$ cat config.mk
export PLATFORM = sky130hd
export DESIGN_NAME = positional_escape_expander
export DESIGN_NICKNAME = d
export VERILOG_FILES = /design/src/rtl/pee_pkg.sv /design/src/rtl/pee_front.sv /design/src/rtl/pee_cmd_fifo.sv /design/src/rtl/pee_back.sv /design/src/rtl/positional_escape_expander.sv
export SDC_FILE = /design/constraint.sdc
export NUM_CORES = 1
export LEC_CHECK = 0
export BUFFER_PORTS_ARGS = -buffer_cell sky130_fd_sc_hd__buf_2
export CAP_MARGIN = 40
export CORE_AREA = 2 2 158 160
export CTS_BUF_LIST = sky130_fd_sc_hd__clkbuf_8
export DETAILED_ROUTE_END_ITERATION = 7
export DIE_AREA = 0 0 160 162
export GPL_TIMING_DRIVEN = 0
export PLACE_DENSITY = 0.47
export REMOVE_ABC_BUFFERS = 1
export SETUP_SLACK_MARGIN = 0.4
export SYNTH_ARGS = -nofsm -noshare
export SYNTH_HDL_FRONTEND = slang
export SYNTH_SLANG_ARGS = --single-unit
$ cat constraint.sdc
create_clock -name clk -period 7.8 [get_ports clk]
set_input_delay 0.78 -clock clk [delete_from_list [all_inputs] [get_ports clk]]
set_output_delay 0.78 -clock clk [all_outputs]
set_load 0.005 [all_outputs]
$ cat src/rtl/pee_pkg.sv
// Shared types and constants for the positional escape expander.
`timescale 1ns / 1ps
`default_nettype none

package pee_pkg;

    // Argument limit and command queue depth defaults
    localparam int MAX_ARGS_DEF  = 16;
    localparam int CMD_DEPTH_DEF = 4;

    // Field widths
    localparam int BYTE_W = 8;
    localparam int NUM_W  = 5;
    localparam int KIND_W = 2;
    localparam int ACC_W  = 10;

    // Result kinds
    localparam logic [KIND_W-1:0] KIND_LITERAL = 2'd0;
    localparam logic [KIND_W-1:0] KIND_ARG     = 2'd1;
    localparam logic [KIND_W-1:0] KIND_END     = 2'd2;

    // Characters of interest
    localparam logic [BYTE_W-1:0] CH_PERCENT = 8'h25;
    localparam logic [BYTE_W-1:0] CH_ZERO    = 8'h30;
    localparam logic [BYTE_W-1:0] CH_NINE    = 8'h39;
    localparam logic [ACC_W-1:0]  RADIX      = 10'd10;

    // Decoded work for one text byte, results in slot order:
    // percent literal, argument reference, byte literal, end of text
    typedef struct packed {
        logic                pct;
        logic                arg_v;
        logic [NUM_W-1:0]    arg_num;
        logic                lit;
        logic [BYTE_W-1:0]   lit_byte;
        logic                fin;
    } cmd_t;

    localparam int CMD_W = $bits(cmd_t);

endpackage

`default_nettype wire

$ cat src/rtl/pee_front.sv
// Front end: parses text bytes and builds at most one command per byte.
`timescale 1ns / 1ps
`default_nettype none

module pee_front #(
    parameter int MAX_ARGS = pee_pkg::MAX_ARGS_DEF
) (
    input  wire logic                        clk,
    input  wire logic                        rst_n,
    input  wire logic                        in_take,
    input  wire logic [pee_pkg::BYTE_W-1:0]  text_byte,
    input  wire logic                        is_last,
    input  wire logic                        cfg_valid,
    input  wire logic [pee_pkg::NUM_W-1:0]   cfg_data,
    output logic                             cmd_push,
    output pee_pkg::cmd_t                    cmd
);
    import pee_pkg::*;

    localparam logic [1:0] PH_PLAIN   = 2'd0;
    localparam logic [1:0] PH_PERCENT = 2'd1;
    localparam logic [1:0] PH_DIGITS  = 2'd2;
    localparam logic [NUM_W-1:0] LIM_MAX = NUM_W'(MAX_ARGS);

    logic [1:0]        phase_reg, phase_next;
    logic [NUM_W-1:0]  num_reg, num_next;
    logic [NUM_W-1:0]  arg_count_reg;

    logic [NUM_W-1:0]  lim;
    logic              is_digit, is_pct;
    logic [3:0]        digit;
    logic [NUM_W-1:0]  acc_base, acc_out;
    logic [ACC_W-1:0]  acc_wide;
    cmd_t              c;

    // Byte class and current limit
    assign lim      = (arg_count_reg > LIM_MAX) ? LIM_MAX : arg_count_reg;
    assign is_pct   = (text_byte == CH_PERCENT);
    assign is_digit = (text_byte >= CH_ZERO) && (text_byte <= CH_NINE);
    assign digit    = 4'(text_byte - CH_ZERO);

    // Saturating decimal accumulate
    assign acc_base = (phase_reg == PH_DIGITS) ? num_reg : '0;
    assign acc_wide = ACC_W'(acc_base) * RADIX + ACC_W'(digit);
    always_comb
    begin
        if (acc_base > lim)
            acc_out = acc_base;
        else if (acc_wide > ACC_W'(lim))
            acc_out = lim + NUM_W'(1);
        else
            acc_out = acc_wide[NUM_W-1:0];
    end

    // Parse step
    always_comb
    begin
        c          = '0;
        c.lit_byte = text_byte;
        phase_next = phase_reg;
        num_next   = num_reg;
        unique case (phase_reg)
            PH_PERCENT:
            begin
                if (is_pct)
                begin
                    c.pct      = 1'b1;
                    phase_next = PH_PLAIN;
                end
                else if (is_digit)
                begin
                    num_next   = acc_out;
                    phase_next = PH_DIGITS;
                end
                else
                begin
                    c.pct      = 1'b1;
                    c.lit      = 1'b1;
                    phase_next = PH_PLAIN;
                end
            end
            PH_DIGITS:
            begin
                if (is_digit)
                    num_next = acc_out;
                else
                begin
                    c.arg_v    = (num_reg != '0) && (num_reg <= lim);
                    c.arg_num  = num_reg;
                    c.lit      = !is_pct;
                    num_next   = '0;
                    phase_next = PH_PLAIN;
                end
            end
            default:
            begin
                if (is_pct)
                begin
                    if (is_last)
                        c.pct = 1'b1;
                    else
                        phase_next = PH_PERCENT;
                end
                else
                    c.lit = 1'b1;
                num_next = '0;
            end
        endcase

        // End of text closes an open reference
        if (is_last)
        begin
            if (phase_next == PH_DIGITS)
            begin
                c.arg_v   = (num_next != '0) && (num_next <= lim);
                c.arg_num = num_next;
            end
            c.fin      = 1'b1;
            phase_next = PH_PLAIN;
            num_next   = '0;
        end
    end

    assign cmd      = c;
    assign cmd_push = in_take && (c.pct || c.arg_v || c.lit || c.fin);

    // Parser state and configuration register
    always_ff @(posedge clk or negedge rst_n)
    begin
        if (!rst_n)
        begin
            phase_reg     <= PH_PLAIN;
            num_reg       <= '0;
            arg_count_reg <= '0;
        end
        else
        begin
            if (in_take)
            begin
                phase_reg <= phase_next;
                num_reg   <= num_next;
            end
            if (cfg_valid)
                arg_count_reg <= cfg_data;
        end
    end

    // Digit value is only held while inside a reference
    a_num_zero_outside: assert property (@(posedge clk) disable iff (!rst_n)
        (phase_reg != PH_DIGITS) |-> (num_reg == '0))
        else $error("digit value nonzero outside digits phase");

endmodule

`default_nettype wire

$ cat src/rtl/pee_cmd_fifo.sv
// Short register queue carrying commands from front end to back end.
`timescale 1ns / 1ps
`default_nettype none

module pee_cmd_fifo #(
    parameter int WIDTH = pee_pkg::CMD_W,
    parameter int DEPTH = pee_pkg::CMD_DEPTH_DEF
) (
    input  wire logic              clk,
    input  wire logic              rst_n,
    input  wire logic              wr_en,
    input  wire logic [WIDTH-1:0]  wr_data,
    input  wire logic              rd_en,
    output logic [WIDTH-1:0]       rd_data,
    output logic                   full,
    output logic                   empty
);
    localparam int PTR_W = (DEPTH > 1) ? $clog2(DEPTH) : 1;
    localparam int CNT_W = $clog2(DEPTH + 1);
    localparam logic [PTR_W-1:0] PTR_LAST = PTR_W'(DEPTH - 1);
    localparam logic [CNT_W-1:0] CNT_FULL = CNT_W'(DEPTH);

    logic [WIDTH-1:0]  mem_reg [DEPTH];
    logic [PTR_W-1:0]  wr_ptr_reg, rd_ptr_reg;
    logic [CNT_W-1:0]  count_reg;
    logic              do_wr, do_rd;

    assign full    = (count_reg == CNT_FULL);
    assign empty   = (count_reg == '0);
    assign do_wr   = wr_en && !full;
    assign do_rd   = rd_en && !empty;
    assign rd_data = mem_reg[rd_ptr_reg];

    // Storage
    always_ff @(posedge clk)
    begin
        if (do_wr)
            mem_reg[wr_ptr_reg] <= wr_data;
    end

    // Pointers and fill count
    always_ff @(posedge clk or negedge rst_n)
    begin
        if (!rst_n)
        begin
            wr_ptr_reg <= '0;
            rd_ptr_reg <= '0;
            count_reg  <= '0;
        end
        else
        begin
            if (do_wr)
                wr_ptr_reg <= (wr_ptr_reg == PTR_LAST) ? '0 : wr_ptr_reg + PTR_W'(1);
            if (do_rd)
                rd_ptr_reg <= (rd_ptr_reg == PTR_LAST) ? '0 : rd_ptr_reg + PTR_W'(1);
            if (do_wr && !do_rd)
                count_reg <= count_reg + CNT_W'(1);
            else if (do_rd && !do_wr)
                count_reg <= count_reg - CNT_W'(1);
        end
    end

    a_count_bound: assert property (@(posedge clk) disable iff (!rst_n)
        count_reg <= CNT_FULL)
        else $error("command queue count overflow");

endmodule

`default_nettype wire

$ cat src/rtl/pee_back.sv
// Back end: expands each command into results through an output register.
`timescale 1ns / 1ps
`default_nettype none

module pee_back (
    input  wire logic                        clk,
    input  wire logic                        rst_n,
    input  wire pee_pkg::cmd_t               cmd,
    input  wire logic                        cmd_empty,
    output logic                             cmd_pop,
    input  wire logic                        out_take,
    output logic                             out_valid,
    output logic [pee_pkg::KIND_W-1:0]       kind,
    output logic [pee_pkg::BYTE_W-1:0]       out_byte,
    output logic [pee_pkg::NUM_W-1:0]        arg_number,
    output logic                             run_last
);
    import pee_pkg::*;

    // Slot mask bits
    localparam int S_PCT = 0;
    localparam int S_ARG = 1;
    localparam int S_LIT = 2;
    localparam int S_FIN = 3;

    logic [3:0]         mask_reg, mask_next;
    logic [BYTE_W-1:0]  cur_byte_reg;
    logic [NUM_W-1:0]   cur_num_reg;

    logic               out_valid_reg;
    logic [KIND_W-1:0]  kind_reg;
    logic [BYTE_W-1:0]  byte_reg;
    logic [NUM_W-1:0]   arg_reg;
    logic               last_reg;

    logic               out_free, emit;
    logic [3:0]         sel, mask_rest, mask_left;
    logic [KIND_W-1:0]  kind_new;
    logic [BYTE_W-1:0]  byte_new;
    logic [NUM_W-1:0]   arg_new;

    // Pick lowest pending slot
    assign sel       = mask_reg & (~mask_reg + 4'd1);
    assign mask_rest = mask_reg & ~sel;
    assign out_free  = !out_valid_reg || out_take;
    assign emit      = out_free && (mask_reg != '0);
    assign mask_left = emit ? mask_rest : mask_reg;
    assign cmd_pop   = !cmd_empty && (mask_left == '0);
    assign mask_next = cmd_pop ? {cmd.fin, cmd.lit, cmd.arg_v, cmd.pct} : mask_left;

    // Result fields of the selected slot
    always_comb
    begin
        kind_new = KIND_END;
        byte_new = '0;
        arg_new  = '0;
        if (sel[S_PCT])
        begin
            kind_new = KIND_LITERAL;
            byte_new = CH_PERCENT;
        end
        else if (sel[S_ARG])
        begin
            kind_new = KIND_ARG;
            arg_new  = cur_num_reg;
        end
        else if (sel[S_LIT])
        begin
            kind_new = KIND_LITERAL;
            byte_new = cur_byte_reg;
        end
    end

    // Current command payload
    always_ff @(posedge clk)
    begin
        if (cmd_pop)
        begin
            cur_byte_reg <= cmd.lit_byte;
            cur_num_reg  <= cmd.arg_num;
        end
        if (emit)
        begin
            kind_reg <= kind_new;
            byte_reg <= byte_new;
            arg_reg  <= arg_new;
            last_reg <= (mask_rest == '0);
        end
    end

    // Control state
    always_ff @(posedge clk or negedge rst_n)
    begin
        if (!rst_n)
        begin
            mask_reg      <= '0;
            out_valid_reg <= 1'b0;
        end
        else
        begin
            mask_reg <= mask_next;
            if (emit)
                out_valid_reg <= 1'b1;
            else if (out_take)
                out_valid_reg <= 1'b0;
        end
    end

    assign out_valid  = out_valid_reg;
    assign kind       = kind_reg;
    assign out_byte   = byte_reg;
    assign arg_number = arg_reg;
    assign run_last   = last_reg;

    // No bubble while work is queued and the slot mask is drained
    a_no_bubble: assert property (@(posedge clk) disable iff (!rst_n)
        (!cmd_empty && mask_reg == '0) |-> cmd_pop)
        else $error("back end idle with queued command");

    // End of text is always the last result of its byte
    a_end_last: assert property (@(posedge clk) disable iff (!rst_n)
        (out_valid_reg && kind_reg == KIND_END) |-> last_reg)
        else $error("end result without run_last");

    // The end slot is never followed by another slot of the same command
    a_fin_alone: assert property (@(posedge clk) disable iff (!rst_n)
        (emit && sel[S_FIN]) |-> (mask_rest == '0))
        else $error("slot pending after end of text");

endmodule

`default_nettype wire

$ cat src/rtl/positional_escape_expander.sv
// Top level of the positional escape expander.
// Path: the first result of a byte passes from the command queue through the slot mask
// into the back end's output register, which drives the result ports.
// Throughput: one byte per cycle when each byte yields at most one result and pop keeps up;
// the back end emits one result per cycle while results are taken, a byte's results in turn.
// A 4-entry command queue lets the parser run ahead of result backpressure.
// Reset (rst_n, async low) clears parser state, arg_count, queue and output.
`timescale 1ns / 1ps
`default_nettype none

module positional_escape_expander #(
    parameter int MAX_ARGS  = pee_pkg::MAX_ARGS_DEF,
    parameter int CMD_DEPTH = pee_pkg::CMD_DEPTH_DEF
) (
    input  wire logic                        clk,
    input  wire logic                        rst_n,
    input  wire logic                        push,
    output logic                             full,
    input  wire logic [pee_pkg::BYTE_W-1:0]  text_byte,
    input  wire logic                        is_last,
    output logic                             empty,
    input  wire logic                        pop,
    output logic [pee_pkg::KIND_W-1:0]       kind,
    output logic [pee_pkg::BYTE_W-1:0]       out_byte,
    output logic [pee_pkg::NUM_W-1:0]        arg_number,
    output logic                             run_last,
    input  wire logic                        cfg_valid,
    output logic                             cfg_ready,
    input  wire logic [pee_pkg::NUM_W-1:0]   cfg_data
);
    import pee_pkg::*;

    logic              in_take;
    logic              cmd_push, cmd_pop, cmd_empty, cmd_full;
    cmd_t              cmd_in, cmd_out;
    logic [CMD_W-1:0]  cmd_rd_data;
    logic              out_valid, out_take;

    assign cfg_ready = 1'b1;
    assign full      = cmd_full;
    assign in_take   = push && !cmd_full;
    assign empty     = !out_valid;
    assign out_take  = pop && out_valid;

    // Parser
    pee_front #(
        .MAX_ARGS (MAX_ARGS)
    ) u_front (
        .clk       (clk),
        .rst_n     (rst_n),
        .in_take   (in_take),
        .text_byte (text_byte),
        .is_last   (is_last),
        .cfg_valid (cfg_valid),
        .cfg_data  (cfg_data),
        .cmd_push  (cmd_push),
        .cmd       (cmd_in)
    );

    // Command queue
    pee_cmd_fifo #(
        .WIDTH (CMD_W),
        .DEPTH (CMD_DEPTH)
    ) u_fifo (
        .clk     (clk),
        .rst_n   (rst_n),
        .wr_en   (cmd_push),
        .wr_data (cmd_in),
        .rd_en   (cmd_pop),
        .rd_data (cmd_rd_data),
        .full    (cmd_full),
        .empty   (cmd_empty)
    );

    assign cmd_out = cmd_t'(cmd_rd_data);

    // Result expander
    pee_back u_back (
        .clk        (clk),
        .rst_n      (rst_n),
        .cmd        (cmd_out),
        .cmd_empty  (cmd_empty),
        .cmd_pop    (cmd_pop),
        .out_take   (out_take),
        .out_valid  (out_valid),
        .kind       (kind),
        .out_byte   (out_byte),
        .arg_number (arg_number),
        .run_last   (run_last)
    );

endmodule

`default_nettype wire

==> results.yml <==
timing:
  fin_skew_ns: 0.01319
  min_period_over_period_pct: 74.07
  fin_tns_setup_ns: 0
  max-slew-margin-rel_pct: 41.06
  max_clock_freq_mhz: 173.1
  setup_viol: 0
  worst_slew_pin_slew_ns: 0.8841
  rsz0062_at_grt: "false"
  finalMaxSlewViolations: 0
  finalHoldViolCount: 0
  period_needed_ns: 5.778
min_path:
  hold_path.class: "input pin to async pin"
routing:
  wire_per_inst_um: 15.19
  first_pass_iters: 5
  drt_wl_total_mm: 12.36
  drc: 0
  drt_iter0_drc: 209
  viasPerCell: 4.446
  via_count: 3619
  postRouteAntennaNets: 0
synth:
  synth_cell_types: 66
  syn_inst: 430
  netlist.area_leader.share_pct: 48.57
  ys_async_sr_fraction_pct: 19.83
  yosysSeqAreaShare_pct: 58.59
  synth_area_leaders: "edfxtp_1 (49%), dfrtp_1 (10%), ha_1 (6.9%)"
  synth_flop_cell: "edfxtp_1"
  ys_ff_latch: 121
  syn_area_per_cell_um2: 13.95
  synth_top_area_cell: "edfxtp_1"
  synth.cell_area_um2: 5997
  synth_edf_count: 97
  synth_warnings: 0
clock_network:
  htree_levels: 4
  ctsResizeCount: 0
  cts.reportedPaths.clkPinSlew_ns: 0.08
  cts_tree: "done"
  cts_hold_buf: 0
  clk_path_buf_depth: 2
  postCtsSetupRepairBufs: 0
  cts.sinks: 121
  root_buffer: "clkbuf_8"
  cts_made_buffers: 17
  clkLatencyLatePin_ns: 0.44
layout:
  layout_commonest_cell: "edfxtp_1"
  drive_gt1_share_pct: 22.45
  synthToLayoutAreaGrowth_pct: 17.00
  largest_reg_flops: 68
  post-route-util_pct: 29.11
  diodes: 0
  final_cell_mix: "edfxtp_1 (97), buf_2 (36), ha_1 (33)"
  nFillCells: 2480
  finalNetCount: 532
worst_setup_path:
  worstSetupPathType: "flop to flop"
  ff2ff_setup_slack_ns: 2.02
  crit_path_frequent_cell: "ha_1"
  reg2reg_depth: 23
  crit_path_max_fanout: 23
  path_delay_family: "compound AO/OA/AOI/OAI gates"
  r2r_end: "u_fifo.mem_reg[2][15]$_DFFE_PP_"
  crit_chain: "inv_1 -> ha_1 -> nand2_1 -> xnor2_1 -> ha_1 -> a31oi_1 -> xnor2_1 -> ha_1 -> o21ai_0 -> o21ai_1 -> a2111oi_4 -> and2_1 -> mux2i_1 -> o21ai_1 -> ha_1 -> nor2b_1 -> o21a_1 -> o21ai_0 -> nand2b_1 -> a21oi_1 -> a31oi_1 -> a21oi_1 -> o31a_1"
  start_kind: "flop"
  critPathMaxStageDelay_ns: 0.68
  endpoint_kind: "flop"
  reg2reg_from: "u_front.phase_reg[0]$_DFFE_PN0P_"
  cp_num_buf_inv: 1
  crit_path_top_delay_cell: "ha_1"
  cp.required_ns: 8.06
  cp.arrival_ns: 6.04
global_routing:
  grt_overflow: 0
  grt_pass1_vias: 3672
  grt_util_met2_pct: 18.24
  antenna_found_initial: 0
  grtUsageMet3_pct: 2.528
  grt_pass1_wl_mm: 19.93
  met1_usage_pct: 11.61
  grt_max_degree: 25
  busiest_layer: "met2"
  grtUsageTotal_pct: 10.13
placed_design:
  placement.io_buffers: 36
  place_congestion: 0.8162
  dp_hpwl_mm: 8.854
die:
  die_y_um: 162
  dieArea_um2: 25920
  floorplan.initialDensity_pct: 24.88
  core_area_um2: 24110
  ios: 38
  die_w_um: 160
  num_rows: 57
pwr:
  ir_worst_vdd_mv: 0.1165
  p_leak_nw: 2.723
  power_mw: 2.152
  powerDensity_nw_per_um2: 306.7
run:
  drv_cap: 0
status:
  status: "finished clean"
routing by layer:
layer,wire (um),up-vias
met5,0,-
met4,163,0
met3,453,18
met2,6441,89
met1,5304,1768
li1,-,1744
layout make-up:
class,count,area [um^2],share of cell area [%]
flip-flops and latches,121,3513,50.07
multi-input cells,271,2322,33.10
well taps,324,405.4,5.777
repair buffers,43,302.8,4.315
clock buffers,17,234.0,3.335
clock inverters,14,148.9,2.122
inverters,24,90.09,1.284
per-stage QoR:
| step | instance area [um^2] | hold slack (ns) | instances | setup WS, ns |
|---|---|---|---|---|
| final | 7017 | 0.3331 | 814 | 2.022 |
| after global routing | 7017 | 0.3713 | 814 | 1.589 |
| after CTS | 7017 | 0.3374 | 814 | 2.065 |
| after detailed placement | 6634 | 0.5032 | 783 | 2.097 |
| after global placement | 6511 | 0.4814 | 776 | 2.142 |
| after floorplan | 5926 | 0.4575 | 416 | 3.082 |
worst max-delay path by stage:
| stage | start | to | slack [ns] | cells after the start |
|---|---|---|---|---|
| 5_1_grt | u_front.phase_reg[0]$_DFFE_PN0P_ | u_fifo.mem_reg[2][15]$_DFFE_PP_ | 1.59 | 23 |
| 4_1_cts | u_front.phase_reg[0]$_DFFE_PN0P_ | u_fifo.mem_reg[2][15]$_DFFE_PP_ | 2.07 | 23 |
| 3_5_place_dp | u_front.phase_reg[0]$_DFFE_PN0P_ | u_fifo.mem_reg[3][15]$_DFFE_PP_ | 2.10 | 24 |
| 3_3_place_gp | u_front.phase_reg[0]$_DFFE_PN0P_ | u_fifo.mem_reg[0][15]$_DFFE_PP_ | 2.14 | 24 |
| 6_report | u_front.phase_reg[0]$_DFFE_PN0P_ | u_fifo.mem_reg[2][15]$_DFFE_PP_ | 2.02 | 23 |
| 2_1_floorplan | u_front.phase_reg[0]$_DFFE_PN0P_ | u_fifo.mem_reg[0][15]$_DFFE_PP_ | 3.08 | 23 |
worst register-to-register path: stages (launching register included):
cell,delay (ns)
dfrtp_1,0.40
inv_1,0.10
ha_1,0.68
nand2_1,0.25
xnor2_1,0.20
ha_1,0.21
a31oi_1,0.28
xnor2_1,0.24
ha_1,0.31
o21ai_0,0.08
o21ai_1,0.13
a2111oi_4,0.53
and2_1,0.26
mux2i_1,0.33
o21ai_1,0.20
ha_1,0.33
nor2b_1,0.13
o21a_1,0.16
o21ai_0,0.14
nand2b_1,0.07
a21oi_1,0.13
a31oi_1,0.07
a21oi_1,0.16
o31a_1,0.24
cells in the mapped netlist (7+ instances only):
master and instances:
nor2_1 19, o31ai_1 8, nand2_1 22, a22o_1 7, xor2_1 9, nand2b_1 8
dfrtp_1 24, a21oi_1 13, mux2_2 8, a21o_1 7, clkbuf_1 7, edfxtp_1 97
and2_1 18, nor3_1 7, ha_1 33, o21ai_0 14, a31oi_1 7, mux4_2 17
inv_1 23
logic make-up after synthesis:
logic type               Yosys count  share of synthesized area, %
buffers and inverters             38                         2.691
XOR/XNOR                          15                         2.191
other                              1                       0.06253
AND/OR/NAND/NOR                  107                         9.910
AO/OA/AOI/OAI                     83                         10.27
adder cells (fa/ha/maj)           38                         8.074
flip-flops                       121                         58.59
multiplexers                      27                         8.220
power breakdown:
group | total, mW | switching, mW | internal [mW] | leakage (nW)
registers | 1.01 | 0.0840 | 0.927 | 1.21
clock network | 0.543 | 0.260 | 0.283 | 0.186
logic | 0.598 | 0.301 | 0.296 | 1.33
total | 2.15 | 0.645 | 1.51 | 2.72
(Power assumes the default switching activity.)
